**src/rtl/core/rbb_pkg.sv**
```systemverilog
package rbb_pkg;

   localparam int MAX_WIDTH  = 1024;
   localparam int MAX_HEIGHT = 4096;

   localparam int COL_W      = $clog2(MAX_WIDTH);
   localparam int FW_W       = 11;
   localparam int FH_W       = 13;
   localparam int IN_ROW_W   = 13;
   localparam int OUT_ROW_W  = 12;

   localparam int CH_W       = 8;
   localparam int PIX_W      = 3 * CH_W;
   localparam int SUM_W      = 12;

   localparam int CSR_IDX_W  = 2;
   localparam int CSR_DATA_W = 16;

   localparam logic [CSR_IDX_W-1:0] CSR_FRAME_WIDTH  = CSR_IDX_W'(0);
   localparam logic [CSR_IDX_W-1:0] CSR_FRAME_HEIGHT = CSR_IDX_W'(1);

   localparam logic [FW_W-1:0] FRAME_WIDTH_RESET  = FW_W'(640);
   localparam logic [FH_W-1:0] FRAME_HEIGHT_RESET = FH_W'(480);

   localparam int FIFO_DEPTH = 4;
   localparam int FIFO_PTR_W = $clog2(FIFO_DEPTH);
   localparam int FIFO_CNT_W = FIFO_PTR_W + 1;

   // floor(s / 9) = (s * 3641) >> 15 for s <= 2295
   localparam int PROD_W     = 2 * SUM_W;
   localparam logic [SUM_W-1:0] DIV9_MUL = SUM_W'(3641);
   localparam int DIV9_SHIFT = 15;

   typedef logic [PIX_W-1:0] pixel_type;

   // [0] top row, [1] middle row, [2] bottom row
   typedef logic [2:0][PIX_W-1:0] column_type;

   typedef struct packed {
      pixel_type upper;
      pixel_type middle;
   } line_entry_type;

   typedef struct packed {
      logic [COL_W-1:0] addr;
      pixel_type        pix;
      logic             top_sel;
      logic             mid_sel;
      logic             emit;
      logic             fend;
      logic             first_col;
      logic             add_left;
      logic             wide;
   } s1_type;

   typedef struct packed {
      logic [2:0][SUM_W-1:0] sum;
      logic                  fend;
   } s2_type;

   typedef struct packed {
      logic [2:0][CH_W-1:0] mean;
      logic                 fend;
   } rsp_item_type;

endpackage

```
**src/rtl/core/rbb_ctrl.sv**
```systemverilog
module rbb_ctrl (
   input  logic                            clock,
   input  logic                            reset,
   input  logic                            csr_valid,
   input  logic [rbb_pkg::CSR_IDX_W-1:0]   csr_index,
   input  logic [rbb_pkg::CSR_DATA_W-1:0]  csr_data,
   input  logic                            accept,
   input  rbb_pkg::pixel_type              pix_data,
   input  logic                            flush,
   output logic [rbb_pkg::COL_W-1:0]       rd_addr,
   output logic                            restart,
   output logic                            s1_valid,
   output rbb_pkg::s1_type                 s1
);

   logic [rbb_pkg::FW_W-1:0]      width_ff, width_in;
   logic [rbb_pkg::FH_W-1:0]      height_ff, height_in;
   logic [rbb_pkg::COL_W-1:0]     in_col_ff, in_col_in;
   logic [rbb_pkg::IN_ROW_W-1:0]  in_row_ff, in_row_in;
   logic [rbb_pkg::COL_W-1:0]     out_col_ff, out_col_in;
   logic [rbb_pkg::OUT_ROW_W-1:0] out_row_ff, out_row_in;
   logic                          s1_valid_ff, s1_valid_in;
   rbb_pkg::s1_type               s1_ff, s1_in;

   logic [rbb_pkg::FW_W-1:0]      eff_w, w_last, ic_inc, oc_inc;
   logic [rbb_pkg::FH_W-1:0]      eff_h, h_last;
   logic                          emit, fend, csr_hit;

   always_comb begin
      eff_w = width_ff;
      if (width_ff == '0) begin
         eff_w = rbb_pkg::FW_W'(1);
      end else if (width_ff > rbb_pkg::FW_W'(rbb_pkg::MAX_WIDTH)) begin
         eff_w = rbb_pkg::FW_W'(rbb_pkg::MAX_WIDTH);
      end
      eff_h = height_ff;
      if (height_ff == '0) begin
         eff_h = rbb_pkg::FH_W'(1);
      end else if (height_ff > rbb_pkg::FH_W'(rbb_pkg::MAX_HEIGHT)) begin
         eff_h = rbb_pkg::FH_W'(rbb_pkg::MAX_HEIGHT);
      end
      w_last = eff_w - rbb_pkg::FW_W'(1);
      h_last = eff_h - rbb_pkg::FH_W'(1);

      emit = (in_col_ff == '0) ? (in_row_ff >= rbb_pkg::IN_ROW_W'(2))
                               : (in_row_ff >= rbb_pkg::IN_ROW_W'(1));
      fend = emit && (out_row_ff == h_last[rbb_pkg::OUT_ROW_W-1:0])
                  && (out_col_ff == w_last[rbb_pkg::COL_W-1:0]);
      ic_inc = rbb_pkg::FW_W'(in_col_ff) + rbb_pkg::FW_W'(1);
      oc_inc = rbb_pkg::FW_W'(out_col_ff) + rbb_pkg::FW_W'(1);

      s1_in.addr      = in_col_ff;
      s1_in.pix       = (!flush && (in_row_ff < eff_h)) ? pix_data : '0;
      s1_in.top_sel   = (in_row_ff >= rbb_pkg::IN_ROW_W'(2)) &&
                        ((in_row_ff - rbb_pkg::IN_ROW_W'(2)) < eff_h);
      s1_in.mid_sel   = (in_row_ff >= rbb_pkg::IN_ROW_W'(1)) &&
                        ((in_row_ff - rbb_pkg::IN_ROW_W'(1)) < eff_h);
      s1_in.emit      = emit;
      s1_in.fend      = fend;
      s1_in.first_col = (in_col_ff == '0);
      s1_in.add_left  = (in_col_ff > rbb_pkg::COL_W'(1));
      s1_in.wide      = (eff_w > rbb_pkg::FW_W'(1));
      s1_valid_in     = accept;

      csr_hit   = csr_valid && ((csr_index == rbb_pkg::CSR_FRAME_WIDTH) ||
                                (csr_index == rbb_pkg::CSR_FRAME_HEIGHT));
      width_in  = width_ff;
      height_in = height_ff;
      in_col_in  = in_col_ff;
      in_row_in  = in_row_ff;
      out_col_in = out_col_ff;
      out_row_in = out_row_ff;

      if (csr_hit) begin
         if (csr_index == rbb_pkg::CSR_FRAME_WIDTH) begin
            width_in = csr_data[rbb_pkg::FW_W-1:0];
         end else begin
            height_in = csr_data[rbb_pkg::FH_W-1:0];
         end
         in_col_in  = '0;
         in_row_in  = '0;
         out_col_in = '0;
         out_row_in = '0;
      end else if (accept) begin
         if (fend) begin
            in_col_in  = '0;
            in_row_in  = '0;
            out_col_in = '0;
            out_row_in = '0;
         end else begin
            if (ic_inc >= eff_w) begin
               in_col_in = '0;
               in_row_in = in_row_ff + rbb_pkg::IN_ROW_W'(1);
            end else begin
               in_col_in = ic_inc[rbb_pkg::COL_W-1:0];
            end
            if (emit) begin
               if (oc_inc >= eff_w) begin
                  out_col_in = '0;
                  out_row_in = out_row_ff + rbb_pkg::OUT_ROW_W'(1);
               end else begin
                  out_col_in = oc_inc[rbb_pkg::COL_W-1:0];
               end
            end
         end
      end
   end

   always_ff @(posedge clock) begin
      if (reset) begin
         width_ff    <= rbb_pkg::FRAME_WIDTH_RESET;
         height_ff   <= rbb_pkg::FRAME_HEIGHT_RESET;
         in_col_ff   <= '0;
         in_row_ff   <= '0;
         out_col_ff  <= '0;
         out_row_ff  <= '0;
         s1_valid_ff <= 1'b0;
      end else begin
         width_ff    <= width_in;
         height_ff   <= height_in;
         in_col_ff   <= in_col_in;
         in_row_ff   <= in_row_in;
         out_col_ff  <= out_col_in;
         out_row_ff  <= out_row_in;
         s1_valid_ff <= s1_valid_in;
      end
   end

   always_ff @(posedge clock) begin
      s1_ff <= s1_in;
   end

   assign rd_addr  = in_col_ff;
   assign restart  = csr_hit;
   assign s1_valid = s1_valid_ff;
   assign s1       = s1_ff;

endmodule

```
**config.mk**
```make
export PLATFORM = sky130hd
export DESIGN_NAME = rbb_ctrl
export DESIGN_NICKNAME = d
export VERILOG_FILES = /design/src/rtl/core/rbb_pkg.sv /design/src/rtl/core/rbb_ctrl.sv
export SDC_FILE = /design/constraint.sdc
export NUM_CORES = 1
export LEC_CHECK = 0
export BUFFER_PORTS_ARGS = -buffer_cell sky130_fd_sc_hd__buf_2
export CAP_MARGIN = 25
export CORE_MARGIN = 1.5
export CORE_UTILIZATION = 35
export CTS_BUF_LIST = sky130_fd_sc_hd__clkbuf_4
export DETAILED_ROUTE_END_ITERATION = 16
export SLEW_MARGIN = 0
export SYNTH_ARGS = -nofsm -noshare
export SYNTH_HDL_FRONTEND = slang
export SYNTH_SLANG_ARGS = --single-unit
```
**constraint.sdc**
```tcl
create_clock -name clock -period 4.4 [get_ports clock]
set_clock_uncertainty 0.15 [all_clocks]
set_input_delay 0.66 -clock clock [delete_from_list [all_inputs] [get_ports clock]]
set_output_delay 0.66 -clock clock [all_outputs]
set_load 0.005 [all_outputs]
```
# == Word level (Yosys, flattened, before mapping) ==
# Cells that the tools add are included.
# totals
romBits,0
input_bits,47
ramBits,0
reg_bits,111
output_inout_bits,53
elab_cells,75
latch_bits,0
mem_count,0
# classes
n_mux,15
n_addsub,8
n_bitwise,1
multipliers,0
div,0
shift,0
n_lt_le_gt_ge,11
n_reduce_logical,21
n_eq_ne,3
# op_table
op,count
13-bit two-way mux,4
10-bit two-way mux,5
13-bit less-than comparator,3
12-bit two-way mux,3
"10-bit by 1-bit adder with 11-bit output, second input constant",2
11-bit greater-or-equal comparator,2
11-bit two-way mux,2
"13-bit by 1-bit adder with 13-bit output, second input constant",1
"13-bit by 1-bit greater-or-equal comparator with 1-bit output, second input constant",1
"13-bit by 2-bit greater-or-equal comparator with 1-bit output, second input constant",1
"13-bit greater-than comparator, second input constant",1
13-bit logical NOT,1
"13-bit by 1-bit subtractor with 13-bit output, second input constant",1
"13-bit by 2-bit subtractor with 13-bit output, second input constant",1
"12-bit by 1-bit adder with 12-bit output, second input constant",1
12-bit == test,1
"12-bit by 1-bit subtractor with 12-bit output, second input constant",1
"11-bit by 1-bit greater-than comparator with 1-bit output, second input constant",1
"11-bit greater-than comparator, second input constant",1
11-bit logical NOT,1
10-bit == test,1
"10-bit by 1-bit greater-than comparator with 1-bit output, second input constant",1
10-bit logical NOT,1
"10-bit by 1-bit subtractor with 10-bit output, second input constant",1
11 further kinds,21

# == Depth between registers and ports, before layout ==
# Gate-level depths: netlist (run 1).
# depth
depth_word,9
depth_mapped,19
depth_no_buf,15

# == Worst setup path after synthesis (run 1) ==
# No wires, ideal clock.
# synth_path
path_type,register -> register
start,register width_ff[8] (netlist name)
end,register out_col_ff[5] (netlist name)
arrival_ns,3.826
path_buffers,3
required_ns,4.133
setup_ns,0.117
slack_ns,0.307
period_less_slack_ns,4.093
stages_incl_launch_ff,19
cell_sequence,dfxtp_1 > clkbuf_1 > or2_2 > nor2_1 > a31oi_1 > nor2_1 > inv_1 > ha_1 > buf_2 > xor2_1 > xnor2_1 > a2111o_1 > nor4b_1 > nand4_1 > nor4_4 > a21oi_1 > and3_1 > clkbuf_1 > a22o_1
# synth_via
elab_chain_len,8
elab_cells_between_ends,13
classes_between,1 x add/sub; 2 x order compare; 1 x eq/ne; 5 x mux; 4 x reduce/logical
# synth_rtl
item,line_no,rtl
from (decl),rbb_ctrl.sv:16,"logic [rbb_pkg::FW_W-1:0] width_ff, width_in;"
from (signal assigned),rbb_ctrl.sv:111,width_ff <= rbb_pkg::FRAME_WIDTH_RESET;
from (signal assigned),rbb_ctrl.sv:119,width_ff <= width_in;
11-bit greater-than comparator,rbb_ctrl.sv:33,end else if (width_ff > rbb_pkg::FW_W'(rbb_pkg::MAX_WIDTH)) begin
11-bit two-way mux,rbb_ctrl.sv:33,
11-bit two-way mux *,rbb_ctrl.sv:31,if (width_ff == '0) begin
10-bit by 1-bit subtractor with 10-bit output,rbb_ctrl.sv:42,w_last = eff_w - rbb_pkg::FW_W'(1);
10-bit == test,rbb_ctrl.sv:48,&& (out_col_ff == w_last[rbb_pkg::COL_W-1:0]);
1-bit logical AND,rbb_ctrl.sv:48,
2-bit nonzero test (no line),-,
2-bit AND reduction (no line),-,
to (signal assigned),rbb_ctrl.sv:123,out_col_ff <= out_col_in;
to (decl),rbb_ctrl.sv:20,"logic [rbb_pkg::COL_W-1:0] out_col_ff, out_col_in;"
# Every way passes the cells marked *; elsewhere a longest branch is shown, timed or not. The select of a mux whose other input is x is not followed.
# A chain may end at the register's enable or synchronous reset.

# == Worst setup path in the final report (run 1) ==
# layout_path
start,register width_ff[7] (netlist name)
end,register out_row_ff[5] (netlist name)
# layout_via
elab_chain_len,8
elab_cells_between_ends,12
classes_between,1 x add/sub; 2 x order compare; 1 x eq/ne; 3 x mux; 5 x reduce/logical
# layout_rtl
item,line_no,rtl
11-bit greater-than comparator,rbb_ctrl.sv:33,
11-bit two-way mux,rbb_ctrl.sv:33,
11-bit two-way mux *,rbb_ctrl.sv:31,
10-bit by 1-bit subtractor with 10-bit output,rbb_ctrl.sv:42,
10-bit == test,rbb_ctrl.sv:48,
1-bit logical AND,rbb_ctrl.sv:48,
2-bit nonzero test (no line),-,
3-bit AND reduction (no line),-,
to (signal assigned),rbb_ctrl.sv:124,out_row_ff <= out_row_in;
to (decl),rbb_ctrl.sv:21,"logic [rbb_pkg::OUT_ROW_W-1:0] out_row_ff, out_row_in;"
# Every way passes the cells marked *; elsewhere a longest branch is shown, timed or not.

==> summary.txt, run 1 <==
STATUS
--------------------------------------------------------------------------------------------------
Status                                                                                complete, no violations

ROUTE
--------------------------------------------------------------------------------------------------
Vias after detailed routing                                                                   6818
Remaining antenna violation count after routing                                                  0
Number of DRC violations after detailed routing                                                  0
Wire length per cell                                                                       15.2 um
Detail-routed via count per cell                                                              5.29
Post-Route WL                                                                              19.6 mm
Pre-Repair DR Iteration Count                                                                    5
Drt first-iter violations                                                                      307

DIE
--------------------------------------------------------------------------------------------------
Number of placement rows                                                                        53
Width of the chip                                                                           149 um
Starting density of the core                                                                 35.6%
Floorplan die area                                                                      22200 um^2
Number of top-level pins                                                                       100
Chip Height                                                                                 149 um
Core area                                                                               21000 um^2

CRITICAL PATH
--------------------------------------------------------------------------------------------------
CP max FO                                                                                        8
Critical Path Start Type                                                                      flop
FF-to-FF End                                                                          out_row_ff[5]
Crit. End Element                                                                             flop
Setup slack on the worst flop-to-flop path                                                 0.23 ns
Data required time at the worst endpoint                                                   4.69 ns
Register-to-Register Path Depth                                                                 18
Path type of the worst setup path                                                          reg2reg
Data arrival time of the worst path                                                        4.46 ns
Reg-to-reg critical path startpoint                                                    width_ff[7]

GRT
--------------------------------------------------------------------------------------------------
Global-route wire length before repair                                                     31.8 mm
Overall routing resource usage                                                               17.8%
Pin count of the biggest net entering global routing                                            28
Initial antenna violation count                                                                  1
Vias in the first global route                                                                6188
Remaining global-route overflow                                                                  0

PWR
--------------------------------------------------------------------------------------------------
Gate power share                                                                             15.6%
Peak supply drop                                                                          0.122 mV
Reg power frac                                                                               54.6%
Leakage power total                                                                        3.65 nW
Total Power Consumption                                                                    1.93 mW
Net switching component of the power                                                        611 uW
Internal power                                                                             1.31 mW
Switching part of the total power                                                            31.7%
Power density cells                                                                    228 nW/um^2
Clk network pwr share                                                                        29.8%

STA
--------------------------------------------------------------------------------------------------
Final Hold Slack                                                                          0.172 ns
Setup repair after global routing missed its margin                                          false
Final count of pins violating max slew                                                           0
Final number of setup-violating endpoints                                                        0
Fraction of the cycle the final worst path needs                                             94.8%
Minimum period implied by the final worst setup slack                                      4.17 ns
Summed negative setup slack over all endpoints                                                0 ns
Fmax                                                                                       240 MHz
Final worst-path setup slack                                                              0.231 ns
Remaining max-slew budget at the tightest pin                                                38.6%
Pin slew with the least headroom to its limit                                             0.897 ns
Final hold violation count                                                                       0

PLACED DESIGN
--------------------------------------------------------------------------------------------------
Port buffer count                                                                               96
Post-placement setup slack                                                                0.158 ns
Routability-driven placement congestion ratio                                                0.892
Sum of net half-perimeters after detailed placement                                        15.1 mm
Placed instance area                                                                     8270 um^2
Cell count after placement                                                                    1272

SYNTHESIS
--------------------------------------------------------------------------------------------------
Netlist cell types                                                                              69
Mean instance size in the synthesized netlist                                            8.02 um^2
Async set-reset flop share out of synthesis                                                     0%
Number of register bits inferred by synthesis                                                  111
Post-synthesis sequential area ratio                                                         29.8%
Top-area cell type share of the netlist area                                                 29.8%
Cell area after synthesis                                                                7450 um^2
Net Count, Synth                                                                              1049
Commonest register cell after synthesis                                                    dfxtp_1
Post-Syn Instances                                                                             929
Yosys warns                                                                                      0
Cell type with the highest aggregate area in the netlist                                   dfxtp_1
Top cells by area in the synthesized netlist                                          dfxtp_1 (30%), ha_1 (12%), nand2_1 (6.1%)
EDFF count, synth                                                                                0

LAYOUT
--------------------------------------------------------------------------------------------------
Sequential cell area                                                                     2220 um^2
Most frequent standard cell in the layout excluding fill and tap cells                     nand2_1
Final net count                                                                               1128
Fillcell total                                                                                2190
Util after Layout                                                                            40.3%
Fraction of final layout cells sized beyond drive strength 1                                 16.1%
Cell area after layout                                                                   8450 um^2
Total area of multi-input combinational cells                                            4890 um^2
Post-synthesis to final-layout area growth                                                   13.5%
Fin cells                                                                                     1289
Top library cells by usage in the layout, fill and taps aside                         nand2_1 (122), dfxtp_1 (111), buf_2 (96)

CLOCK TREE
--------------------------------------------------------------------------------------------------
Clock latency on the worst-skew pair                                                       0.52 ns
TritonCTS clock tree                                                                         built
Clock buffer count from CTS                                                                      9
Clock transition time at the flip-flop clock pins of the worst setup and hold paths        0.21 ns
Cell chosen for the clock root                                                            clkbuf_4
Number of clock sinks seen by CTS                                                              111
Setup bufs post-CTS                                                                              0
Largest buffer count on any clock path                                                           2
CTS H-tree lvls                                                                                  3

HOLD PATH
--------------------------------------------------------------------------------------------------
Hold path endpoint                                                                          s1[29]
Path category of the worst min-delay check                                                  in2reg
Source of the worst hold timing path                                                  pix_data[22]
Cell depth of the worst min-delay path                                                           2

FLOW RUN
--------------------------------------------------------------------------------------------------
Max-cap violations                                                                               0

-- Yosys cell counts, types with 4 or more instances --
cell type and n:
xnor2_1 28, nor4b_1 6, nor4_1 15, or4_1 6, nand3_1 29, or2_2 5, clkbuf_1 45, a31oi_1 6
xor2_1 29, a21oi_1 72, dfxtp_1 111, nand2_1 122, and3_1 16, nor2_1 44, nor3_1 16, o211ai_1 10
nand4_1 19, o21a_1 5, o31ai_1 6, nor2b_1 19, buf_4 10, buf_2 5, o21ai_0 40, a21o_1 10
inv_1 24, ha_1 73, and2_1 32, or3_1 22, mux2i_1 5, o22ai_1 4, a22o_1 7, a221o_1 4
a211oi_1 4, a2111oi_0 5, nand3b_1 6, nand2b_1 19
-- critical path, stage by stage (launching register included) --
cell and delay, ns:
dfxtp_1 0.41, or3_4 0.38, nor2_1 0.16, a31oi_1 0.10, nor2_1 0.17, inv_1 0.06, ha_1 0.22, buf_4 0.17
inv_1 0.10, nor3_1 0.08, o31a_1 0.30, o32ai_2 0.33, o2111ai_1 0.16, nor4b_1 0.39, buf_4 0.19, a21oi_1 0.10
buf_4 0.17, or3_1 0.34, a21oi_1 0.14
-- metal layers --
| layer | vias up | GRT usage, % | share of wire, % |
|---|---|---|---|
| met5 | - | 0 | 0 |
| li1 | 3482 | - | - |
| met1 | 3207 | 22.8 | 47 |
| met2 | 112 | 31.0 | 48 |
| met4 | 0 | 4.06 | 1.2 |
| met3 | 17 | 3.00 | 3.2 |
-- power groups by stage --
stage	Combinational (mW)	Clock [mW]	Sequential, mW
4_1_cts	0.298	0.598	1.05
3_3_place_gp	0.294	0	1.07
2_1_floorplan	0.186	0	1.07
5_1_grt	0.337	0.639	1.06
6_report	0.301	0.574	1.05
3_5_place_dp	0.297	0	1.07
-- cell families (layout without fill, tap and decap cells) --
group | count (synthesis) | after routing | share of synthesized area (%)
compound gates | 205 | 205 | 17.6
xor+xnor | 57 | 57 | 6.70
fa+ha+maj | 73 | 73 | 12.3
buf+inv | 85 | 169 | 4.87
flops | 111 | 111 | 29.8
mux | 7 | 7 | 0.974
other cells | 0 | 1 | 0
simple gates | 391 | 391 | 27.7
-- area by class of cell --
class / instances / share of cell area, %
diodes: 1 / 0.0296
multi-input cells: 733 / 57.9
clock buffers: 9 / 0.799
flip-flops and latches: 111 / 26.3
inverters: 24 / 1.07
well taps: 275 / 4.07
clock inverters: 7 / 1.08
repair buffers: 129 / 8.81
-- registers in the layout, indices dropped and copies added, names as in the netlist --
| signal | cells |
|---|---|
| height_ff | 13 |
| in_row_ff | 13 |
| out_col_ff | 10 |
| out_row_ff | 12 |
| rd_addr | 10 |
| s1 | 41 |
| s1_valid | 1 |
| width_ff | 11 |
-- worst max-delay path by stage --
stage	from	to	slack, ns	cells after the start
2_1_floorplan	width_ff[8]	out_col_ff[5]	0.31	18
3_3_place_gp	width_ff[7]	out_row_ff[9]	0.21	18
3_5_place_dp	width_ff[7]	out_col_ff[7]	0.16	16
4_1_cts	width_ff[7]	out_row_ff[4]	0.12	15
5_1_grt	width_ff[7]	out_row_ff[5]	0.01	18
6_report	width_ff[7]	out_row_ff[5]	0.23	18
-- repair_timing --
action                                 CTS  global route
hold buffers                             0             0
endpoints found under the hold margin    0             0
resized for setup                        0             3
setup endpoints to repair                0            31
Power figures use the tool's default switching activity.
==> inputs of run 2 (changes only) <==
Settings changed: REMOVE_ABC_BUFFERS from default to 1.
==> run 2 against run 1 <==
Compared with the run above:
- first-iteration DRC count is 1.3% lower
- clock power is 7.0% lower
- flip-flop and latch count stayed put
- setup slack worse by 0.022 ns
- fmax is 0.52% lower
- final cell count is 0.39% higher
- power is 2.0% lower
- largest cell class unchanged
==> summary.txt, run 2 (synthesized netlist as in run 1, its figures left out) <==
CRITICAL PATH
--------------------------------------------------------------------------------------------------
Crit. End Element                                                                             flop
CP max FO                                                                                        8   unchanged
Critical Path Start Type                                                                      flop
Data arrival time of the worst path                                                        4.50 ns   +0.04 ns
Path type of the worst setup path                                                          reg2reg
Data required time at the worst endpoint                                                   4.70 ns   about the same

STATUS
--------------------------------------------------------------------------------------------------
Status                                                                                complete, no violations

PWR
--------------------------------------------------------------------------------------------------
Net switching component of the power                                                        585 uW   -4.3%
Leakage power total                                                                        3.67 nW   +0.61%
Peak supply drop                                                                          0.164 mV   +34%
Switching part of the total power                                                            31.0%   -0.73 points
Power density cells                                                                    223 nW/um^2   -2.3%
Reg power frac                                                                               55.6%   +1.0 points
Internal power                                                                             1.30 mW   -0.97%
Gate power share                                                                             16.1%   +0.5 points
Clk network pwr share                                                                        28.3%   -1.5 points

STA
--------------------------------------------------------------------------------------------------
Pin slew with the least headroom to its limit                                             0.780 ns   -0.117 ns
Final Hold Slack                                                                          0.174 ns   +0.00257 ns
Summed negative setup slack over all endpoints                                                0 ns   unchanged
Final hold violation count                                                                       0   unchanged
Fraction of the cycle the final worst path needs                                             95.2%   +0.50 points
Final number of setup-violating endpoints                                                        0   unchanged
Minimum period implied by the final worst setup slack                                      4.19 ns   +0.0219 ns
Remaining max-slew budget at the tightest pin                                                46.6%   +8.0 points
Fmax                                                                                       239 MHz   -0.52%
Final count of pins violating max slew                                                           0   unchanged

ROUTE
--------------------------------------------------------------------------------------------------
Detail-routed via count per cell                                                              5.35   +1.2%
Number of DRC violations after detailed routing                                                  0   unchanged
Remaining antenna violation count after routing                                                  0   unchanged
Vias after detailed routing                                                                   6927   +1.6%
Pre-Repair DR Iteration Count                                                                    5   unchanged
Post-Route WL                                                                              20.0 mm   +2.3%
Drt first-iter violations                                                                      303   -1.3%
Wire length per cell                                                                       15.5 um   +1.9%

GRT
--------------------------------------------------------------------------------------------------
Initial antenna violation count                                                                  0   -1
Global-route wire length before repair                                                     32.7 mm   +3.1%
Remaining global-route overflow                                                                  0   unchanged
Overall routing resource usage                                                               18.3%   +0.53 points
Vias in the first global route                                                                6497   +5.0%
Pin count of the biggest net entering global routing                                            28   unchanged

PLACED DESIGN
--------------------------------------------------------------------------------------------------
Port buffer count                                                                               96   unchanged
Placed instance area                                                                     8300 um^2   +0.32%
Routability-driven placement congestion ratio                                                0.915   +2.5%
Sum of net half-perimeters after detailed placement                                        15.4 mm   +2.0%

DIE
--------------------------------------------------------------------------------------------------
Chip Height                                                                                 149 um   unchanged
Floorplan die area                                                                      22200 um^2   unchanged
Starting density of the core                                                                 35.6%   unchanged
Core area                                                                               21000 um^2   unchanged
Number of placement rows                                                                        53   unchanged
Number of top-level pins                                                                       100   unchanged
Width of the chip                                                                           149 um   unchanged

CLOCK TREE
--------------------------------------------------------------------------------------------------
CTS H-tree lvls                                                                                  3   unchanged
Clock latency on the worst-skew pair                                                       0.51 ns   about the same
TritonCTS clock tree                                                                         built
Number of clock sinks seen by CTS                                                              111   unchanged
Cell chosen for the clock root                                                            clkbuf_4
Largest buffer count on any clock path                                                           2   unchanged
Clock transition time at the flip-flop clock pins of the worst setup and hold paths        0.21 ns   about the same
Clock buffer count from CTS                                                                      9   unchanged

LAYOUT
--------------------------------------------------------------------------------------------------
Most frequent standard cell in the layout excluding fill and tap cells                     nand2_1
Diodes inserted                                                                                  0   -1
Fraction of final layout cells sized beyond drive strength 1                                 16.7%   +0.59 points
Fillcell total                                                                                2228   +1.7%
Final net count                                                                               1134   +0.53%
Util after Layout                                                                            40.4%   +0.10 points
Top library cells by usage in the layout, fill and taps aside                         nand2_1 (122), dfxtp_1 (111), buf_2 (96)
Cell area after layout                                                                   8480 um^2   +0.25%
Post-synthesis to final-layout area growth                                                   13.8%
Max FFs per register                                                                            41   unchanged

FLOW RUN
--------------------------------------------------------------------------------------------------
Max-cap violations                                                                               0   unchanged

HOLD PATH
--------------------------------------------------------------------------------------------------
Path category of the worst min-delay check                                                  in2reg

==> run 2: cell types whose count changed in the layout (fill, tap and decap cells not counted), sizes merged <==
cell / before / now
buf: 129 / 135
clkinv: 2 / 4
diode: 1 / 0
inv: 29 / 27
==> run 2: metrics by stage <==
step | power (mW) | setup slack [ns] | std cells
6_report | 1.89 | 0.209 | 1294
5_1_grt | 1.99 | -0.0122 | 1294
4_1_cts | 1.92 | 0.0295 | 1292
3_5_place_dp | 1.37 | 0.0547 | 1276
3_3_place_gp | 1.37 | 0.187 | 1275
2_1_floorplan | 1.25 | 0.203 | 868
==> run 2: layout make-up <==
class	count	area, um^2	share of cell area, %
multi-input combinational	733	4890	57.7
sequential	111	2220	26.2
timing repair buffer	135	786	9.27
tap	275	344	4.06
inverter	24	90.1	1.06
clock inverter	7	75.1	0.886
clock buffer	9	67.6	0.797
==> run 2: worst paths after layout <==
kind | end | cells after the start | startpoint | slack (ns)
setup / recovery | out_row_ff[5] | 19 | width_ff[5] | 0.21
hold reg to reg | s1[32] | 0 | rd_addr[1] | 0.30
hold / removal | s1[7] | 2 | pix_data[0] | 0.17
setup reg to reg | out_row_ff[5] | 19 | width_ff[5] | 0.21
==> run 2: power groups by stage <==
| stage | combinational (mW) | sequential [mW] | clock, mW |
|---|---|---|---|
| final | 0.304 | 1.05 | 0.534 |
| after global routing | 0.343 | 1.05 | 0.595 |
| after CTS | 0.304 | 1.05 | 0.565 |
| after detailed placement | 0.302 | 1.07 | 0 |
| after global placement | 0.299 | 1.07 | 0 |
| after floorplan | 0.167 | 1.08 | 0 |
==> run 2: repair_timing <==
| action | in CTS | in global routing |
|---|---|---|
| buffers inserted | 0 | 2 |
| hold buffers | 0 | 0 |
| hold endpoints to repair | 0 | 0 |
| setup endpoints to repair | 0 | 44 |
| gates resized for setup | 0 | 4 |
==> run 2: per-layer routing <==
metal  wire [um]  global-route usage (%)  part of all wire, %
met1        9470                    24.5                   47
met2        9380                    30.3                   47
met3         756                    2.91                  3.8
met4         387                    5.35                  1.9
met5           0                       0                    0
==> run 2: critical path, stage by stage, from the launching register on <==
cell and delay [ns]:
dfxtp_1 0.35, or3_4 0.41, nor2_2 0.15, a31oi_1 0.11, nor2_1 0.20, inv_1 0.07
ha_1 0.21, buf_4 0.17, inv_1 0.10, nor3_1 0.08, o31a_1 0.28, o32ai_1 0.29
buf_4 0.18, o2111ai_1 0.12, nor4b_2 0.30, buf_4 0.16, a21oi_1 0.14, buf_4 0.20
or3_1 0.34, a21oi_1 0.14
==> inputs of run 3 (changes only) <==
Clock period 4.4 ns to 4.1 ns, I/O delays scaled along.
==> run 3 against run 2 <==
Compared with the run above:
- register-to-register slack better by 0.08 ns
- final cell count is 1.4% higher
- clock power is 7.5% higher
- setup slack better by 0.077 ns
- power is 8.1% higher
- sequential share of layout area is 0.66 points lower
- utilization is 1.1 points higher
- combinational power is 13% higher
- critical path depth is 5 lower
==> summary.txt, run 3 (synthesized netlist as in run 1, its figures left out) <==
CLOCK TREE
--------------------------------------------------------------------------------------------------
Clock latency on the worst-skew pair                                                       0.51 ns   about the same
Cell chosen for the clock root                                                            clkbuf_4
Largest buffer count on any clock path                                                           2   unchanged
Clock buffer count from CTS                                                                      9   unchanged
TritonCTS clock tree                                                                         built
Number of clock sinks seen by CTS                                                              111   unchanged
CTS H-tree lvls                                                                                  3   unchanged
Clock transition time at the flip-flop clock pins of the worst setup and hold paths        0.20 ns   about the same

GRT
--------------------------------------------------------------------------------------------------
Global-route wire length before repair                                                     33.1 mm   +1.1%
Vias in the first global route                                                                6549   +0.80%
Remaining global-route overflow                                                                  0   unchanged
Overall routing resource usage                                                               18.5%   +0.22 points
Initial antenna violation count                                                                  0   unchanged
Pin count of the biggest net entering global routing                                            28   unchanged

STA
--------------------------------------------------------------------------------------------------
Final hold violation count                                                                       0   unchanged
Final count of pins violating max slew                                                           0   unchanged
Fmax                                                                                       262 MHz   +9.9%
Fraction of the cycle the final worst path needs                                             93.0%   -2.2 points
Pin slew with the least headroom to its limit                                             0.819 ns   +0.0384 ns
Minimum period implied by the final worst setup slack                                      3.81 ns   -0.377 ns
Final number of setup-violating endpoints                                                        0   unchanged
Final worst-path setup slack                                                              0.286 ns   +0.0774 ns
Remaining max-slew budget at the tightest pin                                                44.0%   -2.6 points

CRITICAL PATH
--------------------------------------------------------------------------------------------------
Data arrival time of the worst path                                                        4.08 ns   -0.42 ns
Setup slack on the worst flop-to-flop path                                                 0.29 ns   +0.08 ns
CP max FO                                                                                       11   +3
Worst setup path end                                                                    rd_addr[8]
Most numerous cell on the critical path                                                    nand3_1
Data required time at the worst endpoint                                                   4.37 ns   -0.33 ns
FF-to-FF End                                                                            rd_addr[8]
CP max-delay cell                                                                          dfxtp_2
Path type of the worst setup path                                                          reg2reg
Ordered cell list for the critical path                                               ha_2, nand3_1, nor2_2, nand3_1, xnor2_1, ha_1, a211oi_1, o31ai_1, a221o_1, a31o_2, a21oi_4, buf_4, nand3_1, o22ai_1
Top delay family on crit path                                                         compound AO/OA/AOI/OAI gates
Crit. End Element                                                                             flop
Critical Path Start Type                                                                      flop
Crit. Startpoint                                                                        rd_addr[1]
Number of buffers and inverters on the critical path                                             1   -5
Register-to-Register Path Depth                                                                 14   -5
Cell count along the critical path                                                              14   -5
Crit-path max cell delay                                                                   0.42 ns   about the same
Reg-to-reg critical path startpoint                                                     rd_addr[1]

ROUTE
--------------------------------------------------------------------------------------------------
Wire length per cell                                                                       15.5 um   +0.15%
Post-Route WL                                                                              20.3 mm   +1.5%
Detail-routed via count per cell                                                              5.33   -0.43%
Number of DRC violations after detailed routing                                                  0   unchanged
Pre-Repair DR Iteration Count                                                                    5   unchanged
Drt first-iter violations                                                                      319   +5.3%
Remaining antenna violation count after routing                                                  0   unchanged
Vias after detailed routing                                                                   6993   +0.95%

STATUS
--------------------------------------------------------------------------------------------------
Status                                                                                complete, no violations

PLACED DESIGN
--------------------------------------------------------------------------------------------------
Post-placement setup slack                                                              -0.0410 ns   -0.0956 ns
Routability-driven placement congestion ratio                                                0.896   -2.1%
Port buffer count                                                                               96   unchanged
Sum of net half-perimeters after detailed placement                                        15.4 mm   about the same

HOLD PATH
--------------------------------------------------------------------------------------------------
Path category of the worst min-delay check                                                  in2reg
Cell depth of the worst min-delay path                                                           2   unchanged

LAYOUT
--------------------------------------------------------------------------------------------------
Most frequent standard cell in the layout excluding fill and tap cells                     nand2_1
Util after Layout                                                                            41.6%   +1.1 points
Fraction of final layout cells sized beyond drive strength 1                                 20.3%   +3.6 points
Final net count                                                                               1152   +1.6%
Top library cells by usage in the layout, fill and taps aside                         nand2_1 (122), dfxtp_1 (107), buf_2 (96)
Max FFs per register                                                                            41   unchanged
Post-synthesis to final-layout area growth                                                   17.0%
Diodes inserted                                                                                  0   unchanged

PWR
--------------------------------------------------------------------------------------------------
Total Power Consumption                                                                    2.04 mW   +8.1%
Peak supply drop                                                                          0.133 mV   -18%
Leakage power total                                                                        3.77 nW   +2.7%
Power density cells                                                                    234 nW/um^2   +5.2%

DIE
--------------------------------------------------------------------------------------------------
Number of top-level pins                                                                       100   unchanged
Core area                                                                               21000 um^2   unchanged
Number of placement rows                                                                        53   unchanged
Starting density of the core                                                                 35.6%   unchanged
Width of the chip                                                                           149 um   unchanged
Floorplan die area                                                                      22200 um^2   unchanged
Chip Height                                                                                 149 um   unchanged

FLOW RUN
--------------------------------------------------------------------------------------------------
Max-cap violations                                                                               0   unchanged

[run 3: cell count changes in the layout (fill, tap and decap cells not counted), moves of 3 or more]
cell | previous run | this run
a21oi_2 | 1 | 5
nor2_1 | 43 | 40
dfxtp_1 | 111 | 107
dfxtp_2 | 0 | 4
a21oi_1 | 72 | 67
buf_4 | 38 | 55
[run 3: what timing repair did]
item | 4_1_cts | 5_1_grt
resized for setup | 1 | 29
gates cloned | 0 | 0
pin swaps | 0 | 10
setup buffers | 0 | 2
endpoints found under the setup margin | 6 | 42
hold buffers | 0 | 0
[run 3: routing by layer]
metal / GRT usage, % / wire [um] / share of wire [%]
met4: 4.55 / 331 / 1.6
met3: 3.18 / 956 / 4.7
met1: 24.9 / 9530 / 47
met5: 0 / 0 / 0
met2: 30.7 / 9490 / 47
[run 3: worst min path at each step]
stage | startpoint | endpoint | slack [ns]
final | pix_data[18] | s1[25] | 0.13
after CTS | pix_data[0] | s1[7] | 0.1
after floorplan | rd_addr[1] | s1[32] | 0.26
after global routing | pix_data[18] | s1[25] | 0.08
after global placement | rd_addr[1] | s1[32] | 0.27
after detailed placement | rd_addr[1] | s1[32] | 0.27
[run 3: through the flow]
stage	cells	instance area, um^2	hold slack [ns]	TNS [ns]
6_report	1312	8710	0.131	0
5_1_grt	1312	8710	0.0838	-0.0492
4_1_cts	1310	8580	0.0959	0
3_5_place_dp	1294	8430	0.274	-0.121
3_3_place_gp	1294	8430	0.271	-0.0500
2_1_floorplan	868	7180	0.256	-0.194
[run 3: area by class of cell]
class,count,area (um^2)
Sequential cell,111,2230
Timing Repair Buffer,153,925
Tap cell,275,344
Clock inverter,7,70.1
Multi-Input combinational cell,733,4990
Fill cell,2255,12200
Inverter,24,90.1
Clock buffer,9,67.6
[run 3: power breakdown]
| part | leakage (nW) | internal [mW] | switching (mW) | total, mW |
|---|---|---|---|---|
| Clock | 0.0775 | 0.143 | 0.431 | 0.574 |
| Sequential | 0.907 | 1.11 | 0.0132 | 1.12 |
| Combinational | 2.79 | 0.151 | 0.192 | 0.342 |
| Total | 3.77 | 1.40 | 0.636 | 2.04 |
